### src/hdl/lras_pkg.sv
// shared types and constants of the line rasteriser
package lras_pkg;

    localparam int COORD_BITS = 16;
    localparam int DIFF_BITS  = COORD_BITS + 1;
    localparam int ERR_BITS   = COORD_BITS + 3;
    localparam int COUNT_BITS = 16;
    localparam int QDEPTH     = 4;
    localparam int QPTR_BITS  = $clog2(QDEPTH);
    localparam int QCNT_BITS  = $clog2(QDEPTH + 1);

    typedef logic signed [COORD_BITS-1:0] t_coord;
    typedef logic        [COORD_BITS-1:0] t_len;
    typedef logic signed [DIFF_BITS-1:0]  t_diff;
    typedef logic signed [ERR_BITS-1:0]   t_err;
    typedef logic        [COUNT_BITS-1:0] t_count;

    typedef enum logic {
        OP_START = 1'b0,
        OP_STEP  = 1'b1
    } t_op;

    typedef struct packed {
        logic moves;
        logic neg;
    } t_dir;

    typedef struct packed {
        t_op    op;
        logic   count_only;
        t_coord begin_x;
        t_coord begin_y;
        t_dir   dir_x;
        t_dir   dir_y;
        logic   swapped;
        t_len   major;
        t_err   err_init;
        t_err   err_diag;
        t_err   err_axial;
    } t_cmd;

endpackage

### src/hdl/lras_front.sv
// front end: accepts transactions and works out the segment set-up
module lras_front (
    input  logic            i_clk,
    input  logic            i_rst_n,
    input  logic            i_valid,
    output logic            o_stall,
    input  logic            i_operation,
    input  lras_pkg::t_coord i_start_x,
    input  lras_pkg::t_coord i_start_y,
    input  lras_pkg::t_coord i_end_x,
    input  lras_pkg::t_coord i_end_y,
    input  logic            i_count_only,
    input  logic            i_full,
    output logic            o_push,
    output lras_pkg::t_cmd  o_cmd
);
    import lras_pkg::*;

    logic   r_valid;
    t_op    r_op;
    logic   r_count_only;
    t_coord r_bx;
    t_coord r_by;
    t_diff  r_dx;
    t_diff  r_ndx;
    t_diff  r_dy;
    t_diff  r_ndy;

    logic   ready;
    logic   accept;
    t_len   abs_x;
    t_len   abs_y;
    t_len   major;
    t_len   minor;
    logic   swapped;
    t_err   minor_twice;
    t_err   major_once;
    t_err   major_twice;

    assign ready   = !r_valid || !i_full;
    assign o_stall = !ready;
    assign accept  = i_valid && ready;
    assign o_push  = r_valid && !i_full;

    always_ff @(posedge i_clk) begin
        if (!i_rst_n) begin
            r_valid <= 1'b0;
        end else if (ready) begin
            r_valid <= i_valid;
        end
    end

    always_ff @(posedge i_clk) begin
        if (accept) begin
            r_op         <= t_op'(i_operation);
            r_count_only <= i_count_only;
            r_bx         <= i_start_x;
            r_by         <= i_start_y;
            r_dx         <= t_diff'(i_end_x) - t_diff'(i_start_x);
            r_ndx        <= t_diff'(i_start_x) - t_diff'(i_end_x);
            r_dy         <= t_diff'(i_end_y) - t_diff'(i_start_y);
            r_ndy        <= t_diff'(i_start_y) - t_diff'(i_end_y);
        end
    end

    always_comb begin
        abs_x       = r_dx[DIFF_BITS-1] ? r_ndx[COORD_BITS-1:0] : r_dx[COORD_BITS-1:0];
        abs_y       = r_dy[DIFF_BITS-1] ? r_ndy[COORD_BITS-1:0] : r_dy[COORD_BITS-1:0];
        swapped     = abs_y > abs_x;
        major       = swapped ? abs_y : abs_x;
        minor       = swapped ? abs_x : abs_y;
        minor_twice = t_err'({1'b0, minor, 1'b0});
        major_once  = t_err'({1'b0, major});
        major_twice = t_err'({1'b0, major, 1'b0});

        o_cmd.op         = r_op;
        o_cmd.count_only = r_count_only;
        o_cmd.begin_x    = r_bx;
        o_cmd.begin_y    = r_by;
        o_cmd.dir_x      = '{moves: (r_dx != '0), neg: r_dx[DIFF_BITS-1]};
        o_cmd.dir_y      = '{moves: (r_dy != '0), neg: r_dy[DIFF_BITS-1]};
        o_cmd.swapped    = swapped;
        o_cmd.major      = major;
        o_cmd.err_init   = minor_twice - major_once;
        o_cmd.err_diag   = minor_twice - major_twice;
        o_cmd.err_axial  = minor_twice;
    end

endmodule

### src/hdl/lras_fifo.sv
// short command queue between front end and stepper
module lras_fifo (
    input  logic           i_clk,
    input  logic           i_rst_n,
    input  logic           i_push,
    input  lras_pkg::t_cmd i_cmd,
    input  logic           i_pop,
    output logic           o_full,
    output logic           o_nonempty,
    output lras_pkg::t_cmd o_cmd
);
    import lras_pkg::*;

    t_cmd                 r_mem [QDEPTH];
    logic [QPTR_BITS-1:0] r_wr;
    logic [QPTR_BITS-1:0] r_rd;
    logic [QCNT_BITS-1:0] r_cnt;

    logic do_push;
    logic do_pop;

    assign o_full     = (r_cnt == QCNT_BITS'(QDEPTH));
    assign o_nonempty = (r_cnt != '0);
    assign do_push    = i_push && !o_full;
    assign do_pop     = i_pop && o_nonempty;
    assign o_cmd      = r_mem[r_rd];

    always_ff @(posedge i_clk) begin
        if (do_push) begin
            r_mem[r_wr] <= i_cmd;
        end
    end

    always_ff @(posedge i_clk) begin
        if (!i_rst_n) begin
            r_wr  <= '0;
            r_rd  <= '0;
            r_cnt <= '0;
        end else begin
            if (do_push) begin
                r_wr <= r_wr + QPTR_BITS'(1);
            end
            if (do_pop) begin
                r_rd <= r_rd + QPTR_BITS'(1);
            end
            if (do_push && !do_pop) begin
                r_cnt <= r_cnt + QCNT_BITS'(1);
            end else if (do_pop && !do_push) begin
                r_cnt <= r_cnt - QCNT_BITS'(1);
            end
        end
    end

endmodule

### src/hdl/lras_back.sv
// stepper: walks the segment and holds the result register
module lras_back (
    input  logic             i_clk,
    input  logic             i_rst_n,
    input  logic             i_q_valid,
    input  lras_pkg::t_cmd   i_cmd,
    output logic             o_pop,
    output logic             o_valid,
    input  logic             i_stall,
    output lras_pkg::t_coord o_pixel_x,
    output lras_pkg::t_coord o_pixel_y,
    output logic             o_plot,
    output lras_pkg::t_count o_diagonal_steps,
    output logic             o_last
);
    import lras_pkg::*;

    logic   r_active;
    t_coord r_x;
    t_coord r_y;
    t_err   r_err;
    t_len   r_rem;
    t_err   r_err_diag;
    t_err   r_err_axial;
    t_dir   r_dir_x;
    t_dir   r_dir_y;
    logic   r_swapped;
    logic   r_counting;
    t_count r_count;

    logic   r_out_valid;
    t_coord r_px;
    t_coord r_py;
    logic   r_plot;
    t_count r_dsteps;
    logic   r_last;

    logic   n_active;
    t_coord n_x;
    t_coord n_y;
    t_err   n_err;
    t_len   n_rem;
    t_count n_count;

    logic   out_free;
    logic   is_start;
    logic   emit;
    logic   diag;
    t_coord x_moved;
    t_coord y_moved;

    function automatic t_coord step_coord(input t_coord c, input t_dir d);
        t_coord r;
        if (!d.moves) begin
            r = c;
        end else if (d.neg) begin
            r = c - t_coord'(1);
        end else begin
            r = c + t_coord'(1);
        end
        return r;
    endfunction

    assign out_free = !r_out_valid || !i_stall;
    assign is_start = (i_cmd.op == OP_START);
    assign o_pop    = i_q_valid && (is_start || out_free);
    assign emit     = o_pop && !is_start && r_active;
    assign diag     = r_err > t_err'(0);
    assign x_moved  = step_coord(r_x, r_dir_x);
    assign y_moved  = step_coord(r_y, r_dir_y);

    always_comb begin
        n_active = r_active;
        n_x      = r_x;
        n_y      = r_y;
        n_err    = r_err;
        n_rem    = r_rem;
        n_count  = r_count;
        if (emit && r_rem != '0) begin
            if (r_swapped) begin
                n_x = diag ? x_moved : r_x;
                n_y = y_moved;
            end else begin
                n_x = x_moved;
                n_y = diag ? y_moved : r_y;
            end
            n_err = r_err + (diag ? r_err_diag : r_err_axial);
            n_rem = r_rem - t_len'(1);
            if (r_counting && diag) begin
                n_count = r_count + t_count'(1);
            end
            if (n_rem == '0) begin
                n_active = 1'b0;
            end
        end else if (emit) begin
            n_active = 1'b0;
        end
    end

    always_ff @(posedge i_clk) begin
        if (!i_rst_n) begin
            r_active    <= 1'b0;
            r_x         <= '0;
            r_y         <= '0;
            r_err       <= '0;
            r_rem       <= '0;
            r_err_diag  <= '0;
            r_err_axial <= '0;
            r_dir_x     <= '0;
            r_dir_y     <= '0;
            r_swapped   <= 1'b0;
            r_counting  <= 1'b0;
            r_count     <= '0;
        end else if (o_pop && is_start) begin
            r_active    <= 1'b1;
            r_x         <= i_cmd.begin_x;
            r_y         <= i_cmd.begin_y;
            r_err       <= i_cmd.err_init;
            r_rem       <= i_cmd.major;
            r_err_diag  <= i_cmd.err_diag;
            r_err_axial <= i_cmd.err_axial;
            r_dir_x     <= i_cmd.dir_x;
            r_dir_y     <= i_cmd.dir_y;
            r_swapped   <= i_cmd.swapped;
            r_counting  <= i_cmd.count_only;
            r_count     <= '0;
        end else begin
            r_active <= n_active;
            r_x      <= n_x;
            r_y      <= n_y;
            r_err    <= n_err;
            r_rem    <= n_rem;
            r_count  <= n_count;
        end
    end

    always_ff @(posedge i_clk) begin
        if (!i_rst_n) begin
            r_out_valid <= 1'b0;
        end else if (out_free) begin
            r_out_valid <= emit;
        end
    end

    always_ff @(posedge i_clk) begin
        if (emit) begin
            r_px     <= r_x;
            r_py     <= r_y;
            r_plot   <= !r_counting;
            r_dsteps <= (r_rem == '0) ? '0 : n_count;
            r_last   <= (r_rem == '0) || (r_rem == t_len'(1));
        end
    end

    assign o_valid          = r_out_valid;
    assign o_pixel_x        = r_px;
    assign o_pixel_y        = r_py;
    assign o_plot           = r_plot;
    assign o_diagonal_steps = r_dsteps;
    assign o_last           = r_last;

endmodule

### src/hdl/line_rasterizer_unit.sv
// top level of the line rasteriser
//
// input channel (i_valid / o_stall) takes start and step transactions; a start
// loads both endpoints and the count-only flag and gives no result, a step
// gives one pixel result while a segment is live and nothing otherwise
// output channel (o_valid / i_stall) carries pixel, plot flag, diagonal count
// and last marker; a segment of major length L gives L results, zero length one
// a step passes the front register and the queue into the result register
// throughput: one transaction per cycle unless stalled, set by the single
// error-term add and the coordinate increment of the stepper each cycle
// the front end registers the deltas and builds the set-up, a four-entry queue
// decouples it from the stepper, whose result register is the output stage
// a receiver stall holds the result register, the stepper still drains starts,
// the queue fills and o_stall rises once the queue and front register are full
// synchronous reset empties the queue and pipeline and drops any live segment
module line_rasterizer_unit (
    input  logic             i_clk,
    input  logic             i_rst_n,
    input  logic             i_valid,
    output logic             o_stall,
    input  logic             i_operation,
    input  lras_pkg::t_coord i_start_x,
    input  lras_pkg::t_coord i_start_y,
    input  lras_pkg::t_coord i_end_x,
    input  lras_pkg::t_coord i_end_y,
    input  logic             i_count_only,
    output logic             o_valid,
    input  logic             i_stall,
    output lras_pkg::t_coord o_pixel_x,
    output lras_pkg::t_coord o_pixel_y,
    output logic             o_plot,
    output lras_pkg::t_count o_diagonal_steps,
    output logic             o_last
);
    import lras_pkg::*;

    logic q_push;
    logic q_full;
    logic q_nonempty;
    logic q_pop;
    t_cmd front_cmd;
    t_cmd head_cmd;

    lras_front u_front (
        .i_clk        (i_clk),
        .i_rst_n      (i_rst_n),
        .i_valid      (i_valid),
        .o_stall      (o_stall),
        .i_operation  (i_operation),
        .i_start_x    (i_start_x),
        .i_start_y    (i_start_y),
        .i_end_x      (i_end_x),
        .i_end_y      (i_end_y),
        .i_count_only (i_count_only),
        .i_full       (q_full),
        .o_push       (q_push),
        .o_cmd        (front_cmd)
    );

    lras_fifo u_fifo (
        .i_clk      (i_clk),
        .i_rst_n    (i_rst_n),
        .i_push     (q_push),
        .i_cmd      (front_cmd),
        .i_pop      (q_pop),
        .o_full     (q_full),
        .o_nonempty (q_nonempty),
        .o_cmd      (head_cmd)
    );

    lras_back u_back (
        .i_clk            (i_clk),
        .i_rst_n          (i_rst_n),
        .i_q_valid        (q_nonempty),
        .i_cmd            (head_cmd),
        .o_pop            (q_pop),
        .o_valid          (o_valid),
        .i_stall          (i_stall),
        .o_pixel_x        (o_pixel_x),
        .o_pixel_y        (o_pixel_y),
        .o_plot           (o_plot),
        .o_diagonal_steps (o_diagonal_steps),
        .o_last           (o_last)
    );

endmodule

### config.mk
export PLATFORM = sky130hd
export DESIGN_NAME = line_rasterizer_unit
export DESIGN_NICKNAME = d
export VERILOG_FILES = /design/src/hdl/lras_pkg.sv /design/src/hdl/lras_front.sv /design/src/hdl/lras_fifo.sv /design/src/hdl/lras_back.sv /design/src/hdl/line_rasterizer_unit.sv
export SDC_FILE = /design/constraint.sdc
export NUM_CORES = 1
export LEC_CHECK = 0
export BUFFER_PORTS_ARGS = -buffer_cell sky130_fd_sc_hd__clkbuf_2
export CORE_AREA = 2 2 347 349
export DETAILED_ROUTE_END_ITERATION = 10
export DIE_AREA = 0 0 349 351
export PLACE_DENSITY = 0.49
export SETUP_SLACK_MARGIN = 0.05
export SLEW_MARGIN = 20
export SYNTH_ARGS = -nofsm -noshare
export SYNTH_HDL_FRONTEND = slang
export SYNTH_SLANG_ARGS = --single-unit
### constraint.sdc
create_clock -name i_clk -period 7.8 [get_ports i_clk]
set_input_delay 0.39 -clock i_clk [delete_from_list [all_inputs] [get_ports i_clk]]
set_output_delay 0.39 -clock i_clk [all_outputs]
set_load 0.05 [all_outputs]
=== Word level (Yosys, flattened, before mapping) ===
Memory sizes are Yosys's and may differ from the RTL's. A register that Yosys moved wholly into a read port is not among the register bits.
Cells that the tools add are included.

* Add/sub/neg operators: 17
* $lt $le $gt $ge: 2
* Eq/ne operators: 4
* Muxes and demuxes: 33
* Bitwise operators: 2
* Reduce and logical (&&, ||, !) cells: 38

{| class="wikitable"
|+ Operators by type and width
! kind !! count
|-
| 16-bit two-way mux || 20
|-
| 19-bit two-way mux || 3
|-
| 17-bit nonzero test || 2
|-
| 16-bit by 16-bit subtractor with 17-bit output || 2
|-
| 16-bit by 2-bit adder with 16-bit output, second input constant || 2
|-
| 16-bit zero test || 2
|-
| 16-bit subtractor || 2
|-
| 16-bit by 2-bit subtractor with 16-bit output, second input constant || 2
|-
| 19-bit adder || 1
|-
| 19-bit by 1-bit > comparator with 1-bit output, second input constant || 1
|-
| 17-bit by 16-bit subtractor with 18-bit output || 1
|-
| 17-bit by 17-bit subtractor with 18-bit output || 1
|-
| 16-bit by 1-bit adder with 16-bit output, second input constant || 1
|-
| 16-bit by 1-bit equality test with 1-bit output, second input constant || 1
|-
| 16-bit > comparator || 1
|-
| 16-bit nonzero test || 1
|-
| 16-bit by 1-bit subtractor with 16-bit output, second input constant || 1
|-
| 1-bit logical AND || 12
|-
| 3-bit nonzero test || 3
|-
| 1-bit zero test || 8
|-
| 1-bit two-way mux || 6
|-
| 3-bit two-way mux || 2
|-
| 3-bit != test, second input constant || 2
|-
| 2-bit AND reduction || 3
|-
| other kinds (9) || 16
|}

* Register bits after elaboration: 287
* RAM bits: 436
* Output and inout port bits: 52
* Logic and storage cells: 129
* Memories kept: 1

{| class="wikitable"
|+ Memory list
! name !! depth !! bits a word !! rd ports !! clocked after memory_dff !! wr ports !! RTL line !! text
|-
| u_fifo.r_mem || 4 || 109 || 1 || 1 || 1 || lras_fifo.sv:14 || <nowiki>t_cmd r_mem [QDEPTH];</nowiki>
|}

=== Logic depth before layout (Yosys ltp) ===
Gate-level depths: netlist (run 1).

* Depth in word-level cells: 9
* Mapped depth: 26
* Mapped depth without buffers: 21

=== Hierarchy ===
A second synthesis (run 1) with hierarchy kept.

* Cells, all modules: 2761
* Area total of the unflattened synthesis: 35465.3 um^2

{| class="wikitable"
|+ Modules (own cells, without submodules)
! module !! instances !! cells an instance !! area an instance (um^2)
|-
| lras_fifo || 1 || 633 || 16718.5
|-
| lras_back || 1 || 1102 || 9791.9
|-
| lras_front || 1 || 1026 || 8954.8
|}

=== Worst setup path before layout (run 1) ===
Ideal clock, no wire load.

* Kind: register to register
* Start: reg u_front.r_dx[16]
* End: mem u_fifo.r_mem[0][51] (netlist bit) (data pin)
* Arrival: 5.810 ns
* Path slack: 1.706 ns
* Cell stages (with the launch flop): 26
* Clock period less this slack: 6.094 ns
* Cell sequence: edfxtp_1 > clkbuf_1 > buf_2 > mux2i_1 > ha_1 > buf_6 > a21oi_2 > o21ai_0 > a22o_1 > o31ai_4 > buf_2 > clkbuf_1 > clkbuf_1 > o21ai_0 > fa_1 > a21o_1 > a21oi_1 > o21bai_1 > a31oi_1 > nor2b_1 > nor2_1 > o21bai_1 > a41oi_1 > a211o_1 > o21ai_0 > xnor2_1

{| class="wikitable"
|+ RTL lines
! element !! RTL line !! text
|-
| start: declaration || lras_front.sv:24 || <nowiki>t_diff r_dx;</nowiki>
|-
| start signal: assignment || lras_front.sv:59 || <nowiki>r_dx <= t_diff'(i_end_x) - t_diff'(i_start_x);</nowiki>
|-
| end: declaration || lras_fifo.sv:14 ||
|}

==> run summary, run 1 <==
======================================================================================================
Flip-flop count of the largest register, all copies and words added .....................          420
Number of cells on the worst reg-to-reg path ............................................           19
Netlist area before placement ...........................................................   33100 um^2
Main combinational cell family by area after synthesis .................................. compound AO/OA/AOI/OAI gates
Library cell contributing the largest single delay on the critical path .................     edfxtp_1
Mux share of post-synthesis cell area ...................................................       0.0857
Layout fillers ..........................................................................        11900
Number of placed I/O pins ...............................................................          122
Synthesized area divided by synthesized cell count ......................................    12.9 um^2
Height of the die .......................................................................       351 um
Number of placement rows ................................................................          127
Leakage power ...........................................................................      14.0 nW
Cell count of the worst hold path .......................................................            1
Slew of the pin with the lowest slew margin .............................................      1.12 ns
Clock transition at the register clock pins on the worst setup and hold paths after CTS .      0.06 ns
Synth Flop Type .........................................................................     edfxtp_1
Largest registers ....................................................................... u_fifo.r_mem x420, u_back.r_err x19, u_back.r_err_diag x17
Required time worst endpoint ............................................................      8.11 ns
Slowest cell delay on critical path .....................................................      1.09 ns
Violation count after the first detailed-route iteration ................................         1574
Part of the Yosys area used for sequential elements .....................................        0.597
Power density over the cells ............................................................  380 nW/um^2
Gp weighted congestion ..................................................................        0.819
Wire length of the first global-routing pass ............................................    127000 um
Syn_nets ................................................................................         2784
Area share of xor/xnor cells in the synthesized design ..................................       0.0334
GRT Overall Usage .......................................................................        0.136
Number of warnings issued by yosys ......................................................            0
Count of nets left with antenna violations after detail routing .........................            0
Maximum number of pins on one net before global-route repair ............................           87
Clock Sinks .............................................................................          702
Relative slew slack .....................................................................        0.250
Maximum fanout count along the critical path ............................................           42
Antenna violations before repair ........................................................            4
Cell variety after synth ................................................................           74
CP Capture Type .........................................................................     register
Number of flip-flops and latches in the synthesized netlist .............................          702
Routed WL per cell ......................................................................      19.5 um
Final Max Slew Viols ....................................................................            0
Largest register by flop count .......................................................... u_fifo.r_mem
Vias in the first global route ..........................................................        20300
Gate count of the mapped netlist ........................................................         2558
Placed instance area ....................................................................   35400 um^2
RSZ-0062 raised after global routing ....................................................        false
Hold EP ................................................................................. u_front.r_by[1]
Crit Path Category ...................................................................... register to register
Max Buffers Root-to-Sink ................................................................            3
Final count of hold timing violations ...................................................            0
MaxCap Viol Count .......................................................................            0
Final Setup Violations ..................................................................            0
Maximum vdd ir drop .....................................................................   0.000170 V
Fmax ....................................................................................    0.152 GHz
CTS buffer count ........................................................................           76
Root buf cell ...........................................................................    clkbuf_16
Reg2reg setup slack .....................................................................      1.21 ns
Ys async rst share ......................................................................            0
Worst Hold Launch ....................................................................... i_start_y[1]
Placeable core region ...................................................................  119000 um^2
Vias per inst ...........................................................................         4.77
H-tree level count ......................................................................            3
Count of port buffers added during placement ............................................          121
Cell total after placement ..............................................................         4143
Setup TNS Final .........................................................................         0 ns
Share of layout cells above drive strength 1 ............................................        0.147
Final cell count without fillers ........................................................         4308
Min cycle time layout ...................................................................      6.59 ns
Horiz. Die Dim ..........................................................................       349 um
DRT Wirelength ..........................................................................     83900 um
Nets ....................................................................................         2922
Clk_lat worst skew ......................................................................      0.64 ns
CP Data Arrival Time ....................................................................      6.90 ns
Fraction of the mapped netlist area in compound gates ...................................        0.108
Die area ................................................................................  122000 um^2
Simple-gate share of the synthesized area ...............................................       0.0846
Effective utilization at floorplan ......................................................        0.278
Post-Layout Inst Area ...................................................................   38200 um^2
Total vias in the final route ...........................................................        20600
Startpoint kind of the worst setup timing path ..........................................     register
Initial DRT Pass Iterations .............................................................            5
Tcrit/Tclk final ........................................................................        0.845
Sum of overflow across all layers after global routing ..................................            0
Path type of the worst min-delay path ................................................... primary input to register
Status .................................................................................. complete, no violations
Cells along the critical path ........................................................... mux2i_1, ha_1, nand4_1, or4_1, o31ai_4, buf_4, o21ai_0, fa_1, a21o_1, a21oi_1, o21bai_1, a31oi_1, nor2b_1, nor2_1, o21bai_1, a41oi_1, a211o_1, o21ai_0, xnor2_1
Final HPWL DP ...........................................................................     57900 um
Fraction of the mapped netlist area in adder cells ......................................       0.0611
Remaining routing DRC violations ........................................................            0
Worst clock skew on the final layout ....................................................    0.0342 ns
Crit Reg-Reg Startpoint ................................................................. u_front.r_dx[16]
Post-cts repair resize count ............................................................            0
Worst r2r dst ........................................................................... u_fifo.r_mem[2][51]
P&R area growth vs syn ..................................................................        15.4%
Clock tree from TritonCTS ...............................................................        built
Number of synthesized flops with an enable pin ..........................................          568
======================================================================================================
-- cell type report --
type / instances / area, um^2 / area share
diodes: 2 / 5.00 / 0.000131
clock buffers: 103 / 2100 / 0.0550
clock inverters: 37 / 395 / 0.0104
inverters: 152 / 573 / 0.0150
multi-input cells: 1596 / 12400 / 0.324
flip-flops and latches: 702 / 19700 / 0.517
well taps: 1548 / 1940 / 0.0508
repair buffers: 168 / 1030 / 0.0270
-- where the power goes --
| part | leakage, nW | switching (mW) | internal [mW] |
|---|---|---|---|
| Sequential | 6.32 | 0.416 | 5.21 |
| Combinational | 6.47 | 3.36 | 1.91 |
| Clock | 1.21 | 1.49 | 2.13 |
| Total | 14.0 | 5.26 | 9.24 |
-- cells in the mapped netlist, drive strengths merged (20+ instances only) --
library cell / instances / area share
nand2: 268 / 0.030
o21ai: 119 / 0.018
a21boi: 63 / 0.014
xor2: 48 / 0.013
nor2b: 27 / 0.0051
edfxtp: 568 / 0.52
dfxtp: 134 / 0.081
nand3: 25 / 0.0038
clkbuf: 86 / 0.0098
mux2i: 30 / 0.0091
mux4: 105 / 0.072
a21o: 36 / 0.0082
xnor2: 78 / 0.021
nor2: 161 / 0.018
ha: 147 / 0.056
o211a: 31 / 0.0094
nand2b: 21 / 0.0040
buf: 22 / 0.0030
a21oi: 143 / 0.022
nor3: 31 / 0.0048
a31oi: 20 / 0.0038
inv: 151 / 0.017
-- layer usage --
layer,GRT usage,vias to the layer above,part of all wire
li1,-,9797,-
met1,0.196,10200,0.49
met2,0.208,414,0.44
met3,0.0246,109,0.047
met4,0.0424,0,0.027
met5,0,-,0
-- how the worst max path moves through the flow --
| stage | from | end | slack [ns] | depth (start not counted) |
|---|---|---|---|---|
| detailed placement | u_front.r_dx[16] | u_fifo.r_mem[3][51] | 1.20 | 19 |
| floorplan | u_front.r_dx[16] | u_fifo.r_mem[0][51] | 1.71 | 25 |
| CTS | u_front.r_dx[16] | u_fifo.r_mem[3][51] | 1.18 | 19 |
| global placement | u_front.r_dx[16] | u_fifo.r_mem[1][51] | 1.25 | 19 |
| global route | u_front.r_dx[16] | u_fifo.r_mem[3][51] | 0.70 | 20 |
| finish | u_front.r_dx[16] | u_fifo.r_mem[2][51] | 1.21 | 19 |
-- kinds of logic (layout without fill, tap and decap cells) --
| family | after synthesis | after routing |
|---|---|---|
| flip-flops | 702 | 702 |
| AND/OR/NAND/NOR | 625 | 625 |
| AO/OA/AOI/OAI | 539 | 539 |
| buffers and inverters | 260 | 460 |
| adder cells (fa/ha/maj) | 156 | 156 |
| multiplexers | 150 | 150 |
| XOR/XNOR | 126 | 126 |
| other | 0 | 2 |
-- per-stage QoR --
step / util / total power [mW] / setup WS [ns] / hold WS [ns]
2_1_floorplan: - / 9.28 / 1.71 / 0.428
3_3_place_gp: 0.298 / 11.0 / 1.25 / 0.453
3_5_place_dp: 0.298 / 11.0 / 1.20 / 0.454
4_1_cts: 0.321 / 14.7 / 1.18 / 0.000103
5_1_grt: 0.321 / 15.4 / 0.698 / 0.0122
6_report: 0.321 / 14.5 / 1.21 / 0.0289
-- cells in the final DEF (no fill, tap or decap), types with 13 or more instances in the layout --
master         Yosys  layout
a211oi_1          13      13
a21boi_0          61      61
a21o_1            36      36
a21oi_1          142     142
a31oi_1           20      20
and2_1            18      14
buf_4              0      24
clkbuf_1          86      21
clkbuf_16          0      79
clkbuf_2           0     120
dfxtp_1          134     132
dlygate4sd3_1      0      23
edfxtp_1         568     568
ha_1             147     147
inv_1            150     150
mux2_2            15      15
mux2i_1           30      30
mux4_2           105     105
nand2_1          268     268
nand2b_1          21      21
nand3_1           25      25
nand4_1           19      19
nor2_1           161     159
nor2b_1           27      26
nor3_1            30      30
o211a_1           31      31
o211ai_1          19      19
o21a_1            13      13
o21ai_0          116     115
o311ai_0          15      15
xnor2_1           78      78
xor2_1            48      48
-- critical path, delay by kind of cell (launching register included) --
family | cells | cell delay (ns)
AO/OA/AOI/OAI | 10 | 1.91
XOR/XNOR | 1 | 0.18
flip-flops | 1 | 1.09
buffers and inverters | 1 | 0.44
multiplexers | 1 | 0.38
adder cells (fa/ha/maj) | 2 | 1.07
AND/OR/NAND/NOR | 4 | 1.17
-- what timing repair did --
action,4_1_cts,5_1_grt
setup buffers,0,0
hold endpoints to repair,23,0
hold buffers,23,0
(Power assumes the default switching activity.)
==> run 2: changes to the inputs <==
clock period = 6.8 ns   (was 7.8 ns; I/O delays follow)
==> run summary, run 2 (synthesis results as in run 1) <==
======================================================================================================
Status .................................................................................. complete, no violations   unchanged
Fmax ....................................................................................    0.165 GHz   was 0.152 GHz
Gp weighted congestion ..................................................................        0.839   was 0.819
Placed instance area ....................................................................   35500 um^2   was 35400 um^2
Count of nets left with antenna violations after detail routing .........................            0   unchanged
Layout fillers ..........................................................................        11800   was 11900
Max Buffers Root-to-Sink ................................................................            3   unchanged
Count of buffer and inverter cells on the critical path .................................            3   was 1
Vias per inst ...........................................................................         4.75   was 4.77
Combinational cell fraction of total power ..............................................        0.365   was 0.363
Min cycle time layout ...................................................................      6.07 ns   was 6.59 ns
Number of cells on the worst reg-to-reg path ............................................           22   was 19
CP Capture Type .........................................................................     register   unchanged
MaxCap Viol Count .......................................................................            0   unchanged
Required time worst endpoint ............................................................      7.18 ns   was 8.11 ns
Part of the total power dissipated in sequential elements ...............................        0.387   was 0.388
PnR Total Power .........................................................................      16.7 mW   was 14.5 mW
Clock transition at the register clock pins on the worst setup and hold paths after CTS .      0.06 ns   about the same
Violation count after the first detailed-route iteration ................................         1569   was 1574
Total net switching power ...............................................................      6.06 mW   was 5.26 mW
Final HPWL DP ...........................................................................     58300 um   was 57900 um
Relative slew slack .....................................................................        0.307   was 0.250
Number of diodes ........................................................................            0   was 2
CTS buffer count ........................................................................           75   was 76
Placeable core region ...................................................................  119000 um^2   unchanged
Final Util ..............................................................................        0.322   was 0.321
Remaining routing DRC violations ........................................................            0   unchanged
Wire length of the first global-routing pass ............................................    128000 um   was 127000 um
Share of total power in the clock network ...............................................        0.248   was 0.249
Final count of hold timing violations ...................................................            0   unchanged
Cells along the critical path ........................................................... buf_4, mux2_2, ha_1, nand4_1, nor3_1, o21a_1, o31ai_4, inv_4, buf_4, nor2_1, a21oi_1, ha_1, a21o_1, a21oi_1, o21bai_1, a21oi_1, nor2b_1, o21ai_0, nand2b_1, a21oi_1, a311oi_1, a211oi_1   was mux2i_1, ha_1, nand4_1, or4_1, o31ai_4, buf_4, o21ai_0, fa_1, a21o_1, a21oi_1, o21bai_1, a31oi_1, nor2b_1, nor2_1, o21bai_1, a41oi_1, a211o_1, o21ai_0, xnor2_1
Path type of the worst min-delay path ................................................... primary input to register   unchanged
Height of the die .......................................................................       351 um   unchanged
Flip-flop count of the largest register, all copies and words added .....................          420   unchanged
Library cell contributing the largest single delay on the critical path .................     edfxtp_1   unchanged
Fraction of power spent switching nets ..................................................        0.363   about the same
Initial DRT Pass Iterations .............................................................            6   was 5
Minimum setup slack in the final design .................................................     0.731 ns   was 1.21 ns
Reg2reg setup slack .....................................................................      0.73 ns   was 1.21 ns
Maximum fanout count along the critical path ............................................           34   was 42
Share of layout cells above drive strength 1 ............................................        0.154   was 0.147
Pre-CTS setup slack .....................................................................     0.524 ns   was 1.20 ns
CP Data Arrival Time ....................................................................      6.45 ns   was 6.90 ns
Register area ...........................................................................   19700 um^2   unchanged
Post-cts repair resize count ............................................................            0   unchanged
Total vias in the final route ...........................................................        20600   about the same
Sum of overflow across all layers after global routing ..................................            0   unchanged
Worst clock skew on the final layout ....................................................    0.0282 ns   was 0.0342 ns
Worst path most repeated cell ...........................................................      a21oi_1
Final Max Slew Viols ....................................................................            0   unchanged
RSZ-0062 raised after global routing ....................................................        false   unchanged
Root buf cell ...........................................................................    clkbuf_16   unchanged
Cell total after placement ..............................................................         4153   was 4143
Worst Hold Launch .......................................................................      i_stall   was i_start_y[1]
Vias in the first global route ..........................................................        20500   was 20300
Largest delay contributor family on the critical path ................................... compound AO/OA/AOI/OAI gates   unchanged
DRT Wirelength ..........................................................................     84300 um   was 83900 um
Capture point of the worst path ......................................................... u_fifo.r_mem[3][53]   was u_fifo.r_mem[2][51]
Number of placement rows ................................................................          127   unchanged
Effective utilization at floorplan ......................................................        0.278   unchanged
Leakage power ...........................................................................      14.1 nW   was 14.0 nW
Crit Path Category ...................................................................... register to register   unchanged
Final Setup Violations ..................................................................            0   unchanged
Nets ....................................................................................         2947   was 2922
Setup TNS Final .........................................................................         0 ns   unchanged
Routed WL per cell ......................................................................      19.5 um   about the same
Post-Layout Inst Area ...................................................................   38400 um^2   was 38200 um^2
Slew of the pin with the lowest slew margin .............................................      1.04 ns   was 1.12 ns
Total area of multi-input combinational cells ...........................................   12400 um^2   unchanged
Count of port buffers added during placement ............................................          121   unchanged
Commonest cells after routing, fill and taps aside ...................................... 568 x edfxtp_1, 268 x nand2_1, 159 x nor2_1   unchanged
Clock Sinks .............................................................................          702   unchanged
Internal power component ................................................................      10.6 mW   was 9.24 mW
Clock tree from TritonCTS ...............................................................        built   unchanged
Crit Reg-Reg Startpoint ................................................................. u_front.r_dy[16]   was u_front.r_dx[16]
Crit. Startpoint ........................................................................ u_front.r_dy[16]   was u_front.r_dx[16]
Worst r2r dst ........................................................................... u_fifo.r_mem[3][53]   was u_fifo.r_mem[2][51]
Fin Hold WS .............................................................................    0.0419 ns   was 0.0289 ns
Startpoint kind of the worst setup timing path ..........................................     register   unchanged
Maximum vdd ir drop .....................................................................   0.000244 V   was 0.000170 V
H-tree level count ......................................................................            3   unchanged
Largest register by flop count .......................................................... u_fifo.r_mem   unchanged
Number of placed I/O pins ...............................................................          122   unchanged
Most common library cell in the layout ignoring fill and taps ...........................     edfxtp_1   unchanged
Die area ................................................................................  122000 um^2   unchanged
Power density over the cells ............................................................  435 nW/um^2   was 380 nW/um^2
GRT Overall Usage .......................................................................        0.137   was 0.136
Clk_lat worst skew ......................................................................      0.63 ns   was 0.64 ns
Final cell count without fillers ........................................................         4329   was 4308
P&R area growth vs syn ..................................................................        16.1%   was 15.4%
Tcrit/Tclk final ........................................................................        0.893   was 0.845
Antenna violations before repair ........................................................            3   was 4
Horiz. Die Dim ..........................................................................       349 um   unchanged
Largest registers ....................................................................... u_fifo.r_mem x420, u_back.r_err x19, u_back.r_err_diag x17   unchanged
Slowest cell delay on critical path .....................................................      0.65 ns   was 1.09 ns
Number of logic stages on the critical path including buffering .........................           22   was 19
Maximum number of pins on one net before global-route repair ............................           75   was 87
======================================================================================================
run 2: power by group through the flow:
stage                     clock network, mW  registers, mW  logic (mW)
final                                  4.14           6.46        6.09
after global routing                   4.40           6.55        6.76
after global placement                    0           6.57        6.07
after detailed placement                  0           6.57        6.09
after CTS                              4.24           6.48        6.13
after floorplan                           0           6.44        4.21
run 2: per-layer routing:
metal | vias to the layer above | track usage | part of all wire
met5 | - | 0 | 0.00037
met4 | 4 | 0.0391 | 0.025
met3 | 120 | 0.0235 | 0.047
met2 | 407 | 0.211 | 0.44
met1 | 10200 | 0.198 | 0.49
li1 | 9841 | - | -
run 2: repair_timing:
action / in CTS / in global routing
endpoints found under the hold margin: 34 / 0
setup endpoints to repair: 0 / 8
hold buffers: 34 / 0
buffers inserted: 0 / 5
run 2: final cells by class:
type | count | area share
flip-flops and latches | 702 | 0.515
multi-input cells | 1596 | 0.322
clock buffers | 104 | 0.0568
well taps | 1548 | 0.0505
repair buffers | 194 | 0.0327
inverters | 152 | 0.0149
clock inverters | 33 | 0.00818
run 2: how the worst min path moves through the flow:
stage,endpoint,slack [ns],cells past startpoint
2_1_floorplan,u_back.o_pixel_x[14],0.43,0
3_3_place_gp,u_back.r_counting,0.45,2
3_5_place_dp,u_back.r_err_diag[16],0.46,2
4_1_cts,u_back.o_valid,0.001,3
5_1_grt,u_back.o_valid,0.06,3
6_report,u_back.o_valid,0.04,3
run 2: worst register-to-register path, stage by stage, from the launching register on:
cell,delay (ns)
edfxtp_1,0.65
buf_4,0.30
mux2_2,0.40
ha_1,0.42
nand4_1,0.18
nor3_1,0.29
o21a_1,0.35
o31ai_4,0.16
inv_4,0.17
buf_4,0.38
nor2_1,0.09
a21oi_1,0.32
ha_1,0.36
a21o_1,0.24
a21oi_1,0.15
o21bai_1,0.08
a21oi_1,0.15
nor2b_1,0.06
o21ai_0,0.14
nand2b_1,0.07
a21oi_1,0.23
a311oi_1,0.18
a211oi_1,0.47
==> run 3: changes to the inputs <==
BUFFER_PORTS_ARGS = -buffer_cell sky130_fd_sc_hd__buf_2   (was -buffer_cell sky130_fd_sc_hd__clkbuf_2)
CTS_CLUSTER_SIZE = 30   (was default)
MAX_ROUTING_LAYER = met4   (was default)
==> run summary, run 3 (synthesis results as in run 1) <==
======================================================================================================
Status .................................................................................. complete, no violations   unchanged
Routed WL per cell ......................................................................      19.5 um   about the same
Final Util ..............................................................................        0.321   was 0.322
Antenna violations before repair ........................................................            8   was 3
Share of layout cells above drive strength 1 ............................................        0.151   was 0.154
Clock transition at the register clock pins on the worst setup and hold paths after CTS .      0.06 ns   about the same
RSZ-0062 raised after global routing ....................................................        false   unchanged
Total vias in the final route ...........................................................        20600   about the same
CP Data Arrival Time ....................................................................      6.44 ns   was 6.45 ns
Height of the die .......................................................................       351 um   unchanged
Final Setup Violations ..................................................................            0   unchanged
Maximum fanout count along the critical path ............................................           33   was 34
Worst clock skew on the final layout ....................................................    0.0254 ns   was 0.0282 ns
Final count of hold timing violations ...................................................            0   unchanged
Slew of the pin with the lowest slew margin .............................................      1.07 ns   was 1.04 ns
Vias per inst ...........................................................................         4.75   about the same
Relative slew slack .....................................................................        0.283   was 0.307
Clock Sinks .............................................................................          702   unchanged
Final Max Slew Viols ....................................................................            0   unchanged
Clock tree from TritonCTS ...............................................................        built   unchanged
Remaining routing DRC violations ........................................................            0   unchanged
Highest layer used for signal routing ...................................................         met4   was met5
Most common library cell in the layout ignoring fill and taps ...........................     edfxtp_1   unchanged
Min cycle time layout ...................................................................      6.07 ns   about the same
H-tree level count ......................................................................            3   unchanged
Maximum vdd ir drop .....................................................................   0.000230 V   was 0.000244 V
Horiz. Die Dim ..........................................................................       349 um   unchanged
Tcrit/Tclk final ........................................................................        0.893   about the same
Startpoint kind of the worst setup timing path ..........................................     register   unchanged
Leakage power ...........................................................................      14.0 nW   was 14.1 nW
Count of port buffers added during placement ............................................          121   unchanged
Count of nets left with antenna violations after detail routing .........................            0   unchanged
MaxCap Viol Count .......................................................................            0   unchanged
Initial DRT Pass Iterations .............................................................            5   was 6
Die area ................................................................................  122000 um^2   unchanged
Flip-flop count of the largest register, all copies and words added .....................          420   unchanged
Gp weighted congestion ..................................................................        0.870   was 0.839
Max Buffers Root-to-Sink ................................................................            3   unchanged
Placed instance area ....................................................................   35500 um^2   about the same
Final HPWL DP ...........................................................................     58600 um   was 58300 um
CTS buffer count ........................................................................           74   was 75
Number of placement rows ................................................................          127   unchanged
Nets ....................................................................................         2944   was 2947
Path type of the worst min-delay path ................................................... primary input to register   unchanged
Routed wire length on met2 ..............................................................     37700 um   was 37000 um
Clk_lat worst skew ......................................................................      0.63 ns   about the same
DRT Wirelength ..........................................................................     84400 um   was 84300 um
Largest registers ....................................................................... u_fifo.r_mem x420, u_back.r_err x19, u_back.r_err_diag x17   unchanged
Commonest cells after routing, fill and taps aside ...................................... 568 x edfxtp_1, 268 x nand2_1, 159 x nor2_1   unchanged
GRT Overall Usage .......................................................................        0.141   was 0.137
Sum of overflow across all layers after global routing ..................................            0   unchanged
Root buf cell ...........................................................................    clkbuf_16   unchanged
Crit Path Category ...................................................................... register to register   unchanged
Effective utilization at floorplan ......................................................        0.278   unchanged
P&R area growth vs syn ..................................................................        15.7%   was 16.1%
Met1 WL .................................................................................     41200 um   about the same
Maximum number of pins on one net before global-route repair ............................           77   was 75
Largest register by flop count .......................................................... u_fifo.r_mem   unchanged
CP Capture Type .........................................................................     register   unchanged
Placeable core region ...................................................................  119000 um^2   unchanged
Fmax ....................................................................................    0.165 GHz   about the same
Setup TNS Final .........................................................................         0 ns   unchanged
Power density over the cells ............................................................  432 nW/um^2   was 435 nW/um^2
Met3 WL post-DR .........................................................................      4010 um   was 3950 um
Vias in the first global route ..........................................................        20300   was 20500
Post-Layout Inst Area ...................................................................   38300 um^2   was 38400 um^2
Number of placed I/O pins ...............................................................          122   unchanged
Required time worst endpoint ............................................................      7.17 ns   was 7.18 ns
Wire length of the first global-routing pass ............................................    128000 um   about the same
Violation count after the first detailed-route iteration ................................         1600   was 1569
======================================================================================================
-- run 3: cell types whose count changed in the layout (fill, tap and decap cells not counted), sizes merged --
| cell | delta |
|---|---|
| clkinvlp | +2 |
| buf | +120 |
| dlygate4sd3 | -2 |
| clkinv | -2 |
| clkbuf | -118 |
| diode | +3 |
| bufinv | -1 |
| inv | -1 |
-- run 3: worst max-delay path, stage by stage, from the launching register on --
cell	delay [ns]
edfxtp_1	0.71
buf_4	0.30
mux2_2	0.40
ha_1	0.40
nand4_1	0.17
nor3_1	0.28
o21a_1	0.34
o31ai_4	0.16
inv_4	0.17
buf_4	0.38
nor2_1	0.09
a21oi_1	0.33
ha_1	0.36
a21o_1	0.24
a21oi_1	0.16
o21bai_1	0.08
a21oi_1	0.15
nor2b_1	0.06
o21ai_0	0.14
nand2b_1	0.07
a21oi_1	0.20
a311oi_1	0.16
a211oi_1	0.47
-- run 3: repair_timing --
action,4_1_cts,5_1_grt
hold buffers,32,0
endpoints found under the setup margin,0,4
setup buffers,0,6
endpoints found under the hold margin,32,0
resized for setup,0,0
-- run 3: worst paths after layout --
check | to | slack [ns] | cells past startpoint | start
max | u_fifo.r_mem[0][53] | 0.73 | 22 | u_front.r_dy[16]
min | u_front.r_bx[3] | 0.03 | 1 | i_start_x[3]
max reg2reg | u_fifo.r_mem[0][53] | 0.73 | 22 | u_front.r_dy[16]
min reg2reg | u_back.r_err_axial[16] | 0.46 | 2 | u_back.r_err_axial[16]
-- run 3: layout make-up --
cell class / instances / area [um^2]
inverter: 152 / 573
fill: 11800 / 80800
clock inverter: 31 / 294
antenna: 3 / 7.51
clock buffer: 106 / 2100
multi-input combinational: 1596 / 12400
sequential: 702 / 19700
tap: 1548 / 1940
timing repair buffer: 192 / 1220
-- run 3: metrics by stage --
stage	setup WS (ns)	instances	power, mW	hold WS, ns
2_1_floorplan	0.706	2558	10.6	0.428
3_5_place_dp	0.553	4152	12.6	0.451
6_report	0.730	4330	16.5	0.0306
3_3_place_gp	0.607	4152	12.6	0.455
4_1_cts	0.549	4321	16.7	0.00607
5_1_grt	0.208	4328	17.6	0.0122
-- run 3: layer usage --
metal  global-route usage  vias to the layer above
met5                    -                        -
met4               0.0304                        0
met3               0.0256                      103
met2                0.211                      437
met1                0.200                    10200
li1                     -                     9849
-- run 3: report_power, final --
group | leakage (nW) | switching (mW) | internal (mW)
Clock | 1.16 | 1.67 | 2.32
Combinational | 6.56 | 3.87 | 2.21
Sequential | 6.32 | 0.474 | 5.97
